===== src/rtl/wave_grid_stencil_step_assert.svh =====
// Assertion macros for the wave grid stencil block.
`ifndef WAVE_GRID_STENCIL_STEP_ASSERT_SVH
`define WAVE_GRID_STENCIL_STEP_ASSERT_SVH

// Antecedent implies consequent in the same cycle.
`define WGS_ASSERT_SAME(lbl, clk, rst, ante, cons) \
  lbl: assert property (@(posedge clk) disable iff (rst) (ante) |-> (cons)) \
    else $error("wgs assertion failed");

// Antecedent implies consequent in the next cycle.
`define WGS_ASSERT_NEXT(lbl, clk, rst, ante, cons) \
  lbl: assert property (@(posedge clk) disable iff (rst) (ante) |=> (cons)) \
    else $error("wgs assertion failed");

`endif


===== src/rtl/wgs_pkg.sv =====
// Shared types, constants and helpers of the wave grid stencil block.
package wgs_pkg;

  localparam int MAX_ROWS_DEF = 64;
  localparam int MAX_COLS_DEF = 64;
  localparam int HEIGHT_W     = 16;
  localparam int SLOPE_W      = 17;
  localparam int SIZE_W       = 7;
  localparam int COEF_FRAC    = 14;

  localparam logic signed [15:0] COEF_PREV_RST   = -16'sd16384;
  localparam logic signed [15:0] COEF_CENTER_RST = 16'sd16384;
  localparam logic signed [15:0] COEF_NEIGH_RST  = 16'sd4096;
  localparam logic [15:0]        TIME_STEP_RST   = 16'd1000;
  localparam logic [6:0]         ROWS_RST        = 7'd64;
  localparam logic [6:0]         COLS_RST        = 7'd64;

  localparam logic [2:0] CFG_COEF_PREV   = 3'd0;
  localparam logic [2:0] CFG_COEF_CENTER = 3'd1;
  localparam logic [2:0] CFG_COEF_NEIGH  = 3'd2;
  localparam logic [2:0] CFG_TIME_STEP   = 3'd3;
  localparam logic [2:0] CFG_ROWS        = 3'd4;
  localparam logic [2:0] CFG_COLS        = 3'd5;

  typedef enum logic [1:0] {
    KIND_TICK = 2'd0,
    KIND_DIST = 2'd1,
    KIND_READ = 2'd2,
    KIND_BAD  = 2'd3
  } kind_t;

  typedef enum logic [2:0] {
    SEL_C, SEL_U, SEL_D, SEL_L, SEL_R
  } cell_sel_t;

  typedef enum logic [2:0] {
    CAP_NONE, CAP_C, CAP_U, CAP_D, CAP_L, CAP_R
  } cap_sel_t;

  typedef struct packed {
    logic      ld_req;
    logic      acc_add;
    logic      acc_clr;
    logic      bank_flip;
    logic      clr;
    logic      loop_init;
    logic      loop_adv;
    logic      use_loop;
    cell_sel_t sel;
    cap_sel_t  cap;
    logic      mul;
    logic      step_wr;
    logic      dist_wr;
    logic      res_ld;
    logic      res_stepped;
  } wgs_cmd_t;

  typedef struct packed {
    kind_t kind;
    logic  dist_ok;
    logic  read_ok;
    logic  step_due;
    logic  grid_empty;
    logic  loop_last;
    logic  clr_last;
  } wgs_status_t;

  function automatic logic signed [15:0] sat_h(input logic signed [35:0] v);
    logic signed [15:0] r;
    if (v > 36'sd32767) r = 16'sh7fff;
    else if (v < -36'sd32768) r = 16'sh8000;
    else r = v[15:0];
    return r;
  endfunction

endpackage


===== src/rtl/wgs_ctrl.sv =====
// Sequencer that steps the datapath through clear, tick, disturb, read and grid step.
module wgs_ctrl (
  input  logic                clk,
  input  logic                rst,
  input  logic                s_tvalid,
  output logic                s_tready,
  output logic                m_tvalid,
  input  logic                m_tready,
  input  wgs_pkg::wgs_status_t st,
  output wgs_pkg::wgs_cmd_t   cmd
);

  typedef enum logic [4:0] {
    S_CLR, S_IDLE, S_DECODE, S_TICK,
    S_RD0, S_RD1, S_RD2, S_RD3, S_RD4, S_RD5,
    S_MUL, S_ACC, S_FLIP,
    S_W0, S_W1, S_W2, S_W3, S_W4,
    S_DONE
  } state_t;

  state_t state;
  logic   stepped;
  logic   out_free;

  assign s_tready = (state == S_IDLE);
  assign out_free = !m_tvalid || m_tready;

  always_comb begin
    cmd = '0;
    cmd.sel = wgs_pkg::SEL_C;
    cmd.cap = wgs_pkg::CAP_NONE;
    cmd.use_loop = (st.kind == wgs_pkg::KIND_TICK);
    cmd.res_stepped = stepped;
    unique case (state)
      S_CLR:    cmd.clr = 1'b1;
      S_IDLE:   cmd.ld_req = s_tvalid;
      S_DECODE: cmd.acc_add = (st.kind == wgs_pkg::KIND_TICK);
      S_TICK:   cmd.loop_init = st.step_due;
      S_RD0:    cmd.sel = wgs_pkg::SEL_C;
      S_RD1: begin
        cmd.sel = wgs_pkg::SEL_U;
        cmd.cap = wgs_pkg::CAP_C;
      end
      S_RD2: begin
        cmd.sel = wgs_pkg::SEL_D;
        cmd.cap = wgs_pkg::CAP_U;
      end
      S_RD3: begin
        cmd.sel = wgs_pkg::SEL_L;
        cmd.cap = wgs_pkg::CAP_D;
      end
      S_RD4: begin
        cmd.sel = wgs_pkg::SEL_R;
        cmd.cap = wgs_pkg::CAP_L;
      end
      S_RD5:    cmd.cap = wgs_pkg::CAP_R;
      S_MUL:    cmd.mul = 1'b1;
      S_ACC: begin
        cmd.step_wr = 1'b1;
        cmd.loop_adv = !st.loop_last;
      end
      S_FLIP: begin
        cmd.bank_flip = 1'b1;
        cmd.acc_clr = 1'b1;
      end
      S_W0: begin
        cmd.sel = wgs_pkg::SEL_C;
        cmd.dist_wr = 1'b1;
      end
      S_W1: begin
        cmd.sel = wgs_pkg::SEL_U;
        cmd.dist_wr = 1'b1;
      end
      S_W2: begin
        cmd.sel = wgs_pkg::SEL_D;
        cmd.dist_wr = 1'b1;
      end
      S_W3: begin
        cmd.sel = wgs_pkg::SEL_L;
        cmd.dist_wr = 1'b1;
      end
      S_W4: begin
        cmd.sel = wgs_pkg::SEL_R;
        cmd.dist_wr = 1'b1;
      end
      S_DONE:   cmd.res_ld = out_free;
      default:  cmd.res_ld = 1'b0;
    endcase
  end

  always_ff @(posedge clk) begin
    if (rst) begin
      state    <= S_CLR;
      stepped  <= 1'b0;
      m_tvalid <= 1'b0;
    end else begin
      // Drop the result once taken, unless a new one lands in the same cycle.
      if (m_tvalid && m_tready && !(state == S_DONE)) begin
        m_tvalid <= 1'b0;
      end
      unique case (state)
        S_CLR: if (st.clr_last) state <= S_IDLE;
        S_IDLE: begin
          if (s_tvalid) begin
            stepped <= 1'b0;
            state   <= S_DECODE;
          end
        end
        S_DECODE: begin
          unique case (st.kind)
            wgs_pkg::KIND_TICK: state <= S_TICK;
            wgs_pkg::KIND_DIST: state <= st.dist_ok ? S_RD0 : S_DONE;
            wgs_pkg::KIND_READ: state <= st.read_ok ? S_RD0 : S_DONE;
            default:            state <= S_DONE;
          endcase
        end
        S_TICK: begin
          if (!st.step_due) state <= S_DONE;
          else if (st.grid_empty) state <= S_FLIP;
          else state <= S_RD0;
        end
        S_RD0: state <= S_RD1;
        S_RD1: state <= S_RD2;
        S_RD2: state <= S_RD3;
        S_RD3: state <= S_RD4;
        S_RD4: state <= S_RD5;
        S_RD5: begin
          unique case (st.kind)
            wgs_pkg::KIND_TICK: state <= S_MUL;
            wgs_pkg::KIND_DIST: state <= S_W0;
            default:            state <= S_DONE;
          endcase
        end
        S_MUL: state <= S_ACC;
        S_ACC: state <= st.loop_last ? S_FLIP : S_RD0;
        S_FLIP: begin
          stepped <= 1'b1;
          state   <= S_DONE;
        end
        S_W0: state <= S_W1;
        S_W1: state <= S_W2;
        S_W2: state <= S_W3;
        S_W3: state <= S_W4;
        S_W4: state <= S_DONE;
        S_DONE: begin
          if (out_free) begin
            m_tvalid <= 1'b1;
            state    <= S_IDLE;
          end
        end
        default: state <= S_IDLE;
      endcase
    end
  end

endmodule


===== config.mk =====
export PLATFORM = sky130hd
export DESIGN_NAME = wgs_ctrl
export DESIGN_NICKNAME = d
export VERILOG_FILES = /design/src/rtl/wave_grid_stencil_step_assert.svh /design/src/rtl/wgs_pkg.sv /design/src/rtl/wgs_ctrl.sv
export SDC_FILE = /design/constraint.sdc
export NUM_CORES = 1
export LEC_CHECK = 0
export BUFFER_PORTS_ARGS = -buffer_cell sky130_fd_sc_hd__buf_2
export CAP_MARGIN = 30
export CORE_MARGIN = 3
export CORE_UTILIZATION = 42
export CTS_CLUSTER_DIAMETER = 150
export DETAILED_ROUTE_END_ITERATION = 10
export GPL_TIMING_DRIVEN = 0
export MAX_ROUTING_LAYER = met4
export PLACE_DENSITY = 0.73
export SLEW_MARGIN = 0
export SYNTH_ARGS = -nofsm -noshare
export SYNTH_HDL_FRONTEND = slang
export SYNTH_SLANG_ARGS = --single-unit
export TNS_END_PERCENT = 1

===== constraint.sdc =====
create_clock -name clk -period 1.7 [get_ports clk]
set_clock_uncertainty 0.15 [all_clocks]
set_input_delay 0.085 -clock clk [delete_from_list [all_inputs] [get_ports clk]]
set_output_delay 0.085 -clock clk [all_outputs]
set_load 0.02 [all_outputs]

==> impl_metrics.yaml <==
cts:
  cts_buffers: 3
  worstSkewPairLatency_ps: 260
  cts_sinks: 7
  clk_path_buf_depth: 2
  clk_pin_slew_worst_paths_ps: 60
  cts_root_buf: "clkbuf_4"
  cts_tree: "built"
  htreeDepth: 1
die:
  start_util_pct: 45.7
  row_count: 15
  die_area_sq_um: 2500
  die_w_microns: 50.0
  die_y_microns: 50.0
  ios: 33
  core_sq_um: 1780
routing:
  vias: 1115
  drt_first_iter_violations: 38
  routed_wl_microns: 2760
  first_pass_iters: 4
  drtAntennaViolNets: 0
  drc: 0
  wire_per_inst_microns: 13.9
  via_per_inst: 5.60
min_path:
  min_from: "s_tvalid"
  min_path_cells: 4
  holdCritPathClass: "in2reg"
  hold_end: "stepped"
critical_path:
  r2r_start: "state[1]"
  crit_chain: "buf_6 -> clkbuf_16 -> mux2_2 -> and3_1 -> buf_2"
  reg2reg_depth: 7
  worst-r2r-setup-slack_ps: -10
  slowest_delay_ps: 340
  end_kind: "output pin"
  critPathLaunchType: "flip-flop"
  critical_path_buf_inv_count: 3
  cp.arrival_ps: 1540
  path_class: "reg2out"
  cp_max_fo: 10
  cp_top_family: "buffers and inverters"
  timing.rr.end: "state[0]"
  cpMaxStageDelayCell: "dfxtp_2"
  worstPathRequired_ps: 1460
logic_synthesis:
  ys_types: 38
  yosysSeqAreaShare_pct: 17.2
  syn_nets: 138
  async_reset_ff_share_pct: 0
  ys_warn_count: 0
  synth_common_cells: "18 x nor2_1, 16 x nand2_1, 12 x a21oi_1"
  synth_cells: 126
  yosys-top-cells-area: "dfxtp_1 17%, nor2_1 8.3%, a21oi_1 7.4%, nand2_1 7.4%, nor2b_1 5.4%"
  synth-main-ff-cell: "dfxtp_1"
  synth-seq-cells: 7
  synth_top_area_share_pct: 17.2
  avgSynthCellArea_sq_um: 6.46
  synth-edff-count: 0
  synth_most_common_cell: "nor2_1"
  synth_area_sq_um: 815
  yosys.area.top_type: "dfxtp_1"
pwr:
  p_leak_nw: 0.574
  power.share.sequential_pct: 15.4
  peakVddDrop_v: 0.000954
  power_switching_share_pct: 46.7
  internal-power_mw: 0.796
  p_comb_share_pct: 74.1
  clockPowerShare_pct: 10.5
  p_switching_mw: 0.697
  power_density_nw_per_um2: 1190
timing:
  fmax_ghz: 0.563
  hold_viol: 0
  finalSetupTns_ps: -227
  min_period_ps: 1780
  rsz0062_at_grt: "yes"
  slew_viol_final: 0
  slew_headroom_pct: 77.3
  worstMarginPinSlew_ps: 340
  final_min_period_over_clock_period_pct: 104
  timing.final.ws_setup_ps: -76.3
  setup_viol: 8
place:
  placed_cell_area_sq_um: 1020
  dp_hpwl_microns: 1930
  dp.cells: 183
  io_buffers: 32
  place.gp.congestion: 0.899
  dp_slack_ps: -195
global_route:
  track_usage_pct: 23.4
  grt_overflow: 0
  grt_max_degree: 11
  antenna_found_initial: 0
  grt_pass1_wl_microns: 4450
  grt_pass1_vias: 1060
cells_and_area:
  drive_above_1_share_pct: 42.0
  final_area_sq_um: 1260
  synthToLayoutAreaGrowth_pct: 54.2
  fin_cells: 199
  antenna_cells: 0
  fin_nets: 187
  final_util_pct: 70.5
flow_run:
  maxCapViolations: 0
status:
  status: "finished with violations"
  violations: "setup timing"
-- flip-flops by register name (all words and copies together), names as in the netlist --
| signal | flops |
|---|---|
| state | 5 |
| stepped | 1 |
| m_tvalid | 1 |
-- worst reg2reg max path, stage by stage (launching register included) --
cell and delay [ps]:
dfxtp_2 320, buf_6 120, buf_4 130, buf_4 130, xor2_1 150, o22ai_1 280
a222oi_1 130, a2111oi_2 210
-- logic make-up after synthesis --
logic type	count (synthesis)	synth area share, %
buffers and inverters	17	10.3
xor gates and xnor gates	1	1.08
and+or+nand+nor	63	39.2
DFF	7	17.2
AOI/OAI and AO/OA	36	29.6
muxes	2	2.61
-- layout make-up --
type / count / area [sq um]
Buffer: 10 / 98.8
Sequential cell: 7 / 144
Inverter: 7 / 26.3
Timing Repair Buffer: 44 / 275
Multi-Input combinational cell: 102 / 654
Fill cell: 138 / 527
Tap cell: 25 / 31.3
Clock buffer: 4 / 26.3
-- power by group through the flow --
stage	combinational (mW)	clock [mW]	sequential (mW)
2_1_floorplan	0.631	0	0.219
3_3_place_gp	0.817	0	0.225
3_5_place_dp	0.825	0	0.225
4_1_cts	1.02	0.151	0.226
5_1_grt	1.19	0.175	0.234
6_report	1.11	0.157	0.229
-- placed cells by master (no fill, tap or decap), types with 2 or more instances in the layout --
master         count
a21oi_1           12
o22ai_1            2
nor3_4             2
o32ai_1            2
o21ai_0            5
buf_4             15
dlygate4sd3_1      3
a21o_1             2
nor2b_1            6
nand2_1           14
nor3_1             3
buf_2             30
nand3_1            3
nor2_2             2
dfxtp_1            4
nand2_2            2
o31ai_1            2
nor2_1            16
dfxtp_2            3
clkbuf_4           3
inv_1              6
o31a_1             2
buf_6              5
nor3b_4            2
nand2b_1           3
a31oi_1            2
-- stage by stage --
stage	power [mW]	hold WS, ps
final	1.49	44.5
after floorplan	0.850	4.07
after global routing	1.60	72.4
after detailed placement	1.05	221
after global placement	1.04	211
after CTS	1.39	54.8
-- per-layer routing --
layer  GRT usage [%]  vias up  wire length (microns)  part of all wire [%]
li1                -      538                      -                     -
met1            25.7      510                   1120                    41
met2            38.9       63                   1370                    50
met5               -        -                      0                     0
met3            7.85        4                    247                   8.9
met4            8.29        0                     21                  0.76
-- what timing repair did --
item | CTS | global route
gates resized for setup | 25 | 12
pin swaps | 5 | 3
setup endpoints to repair | 20 | 20
setup buffers | 8 | 1
hold endpoints to repair | 5 | 0
hold buffers | 3 | 0
-- worst max path at each step --
stage | cells past startpoint | start | slack [ps] | endpoint
after global placement | 5 | state[3] | -190 | cmd[5]
after detailed placement | 5 | state[3] | -190 | cmd[5]
after CTS | 6 | state[1] | -100 | cmd[18]
after global routing | 5 | state[2] | -160 | cmd[8]
final | 5 | state[3] | -80 | cmd[5]
after floorplan | 5 | state[1] | -80 | state[0]
No activity file was read; power rests on OpenSTA's default activity.
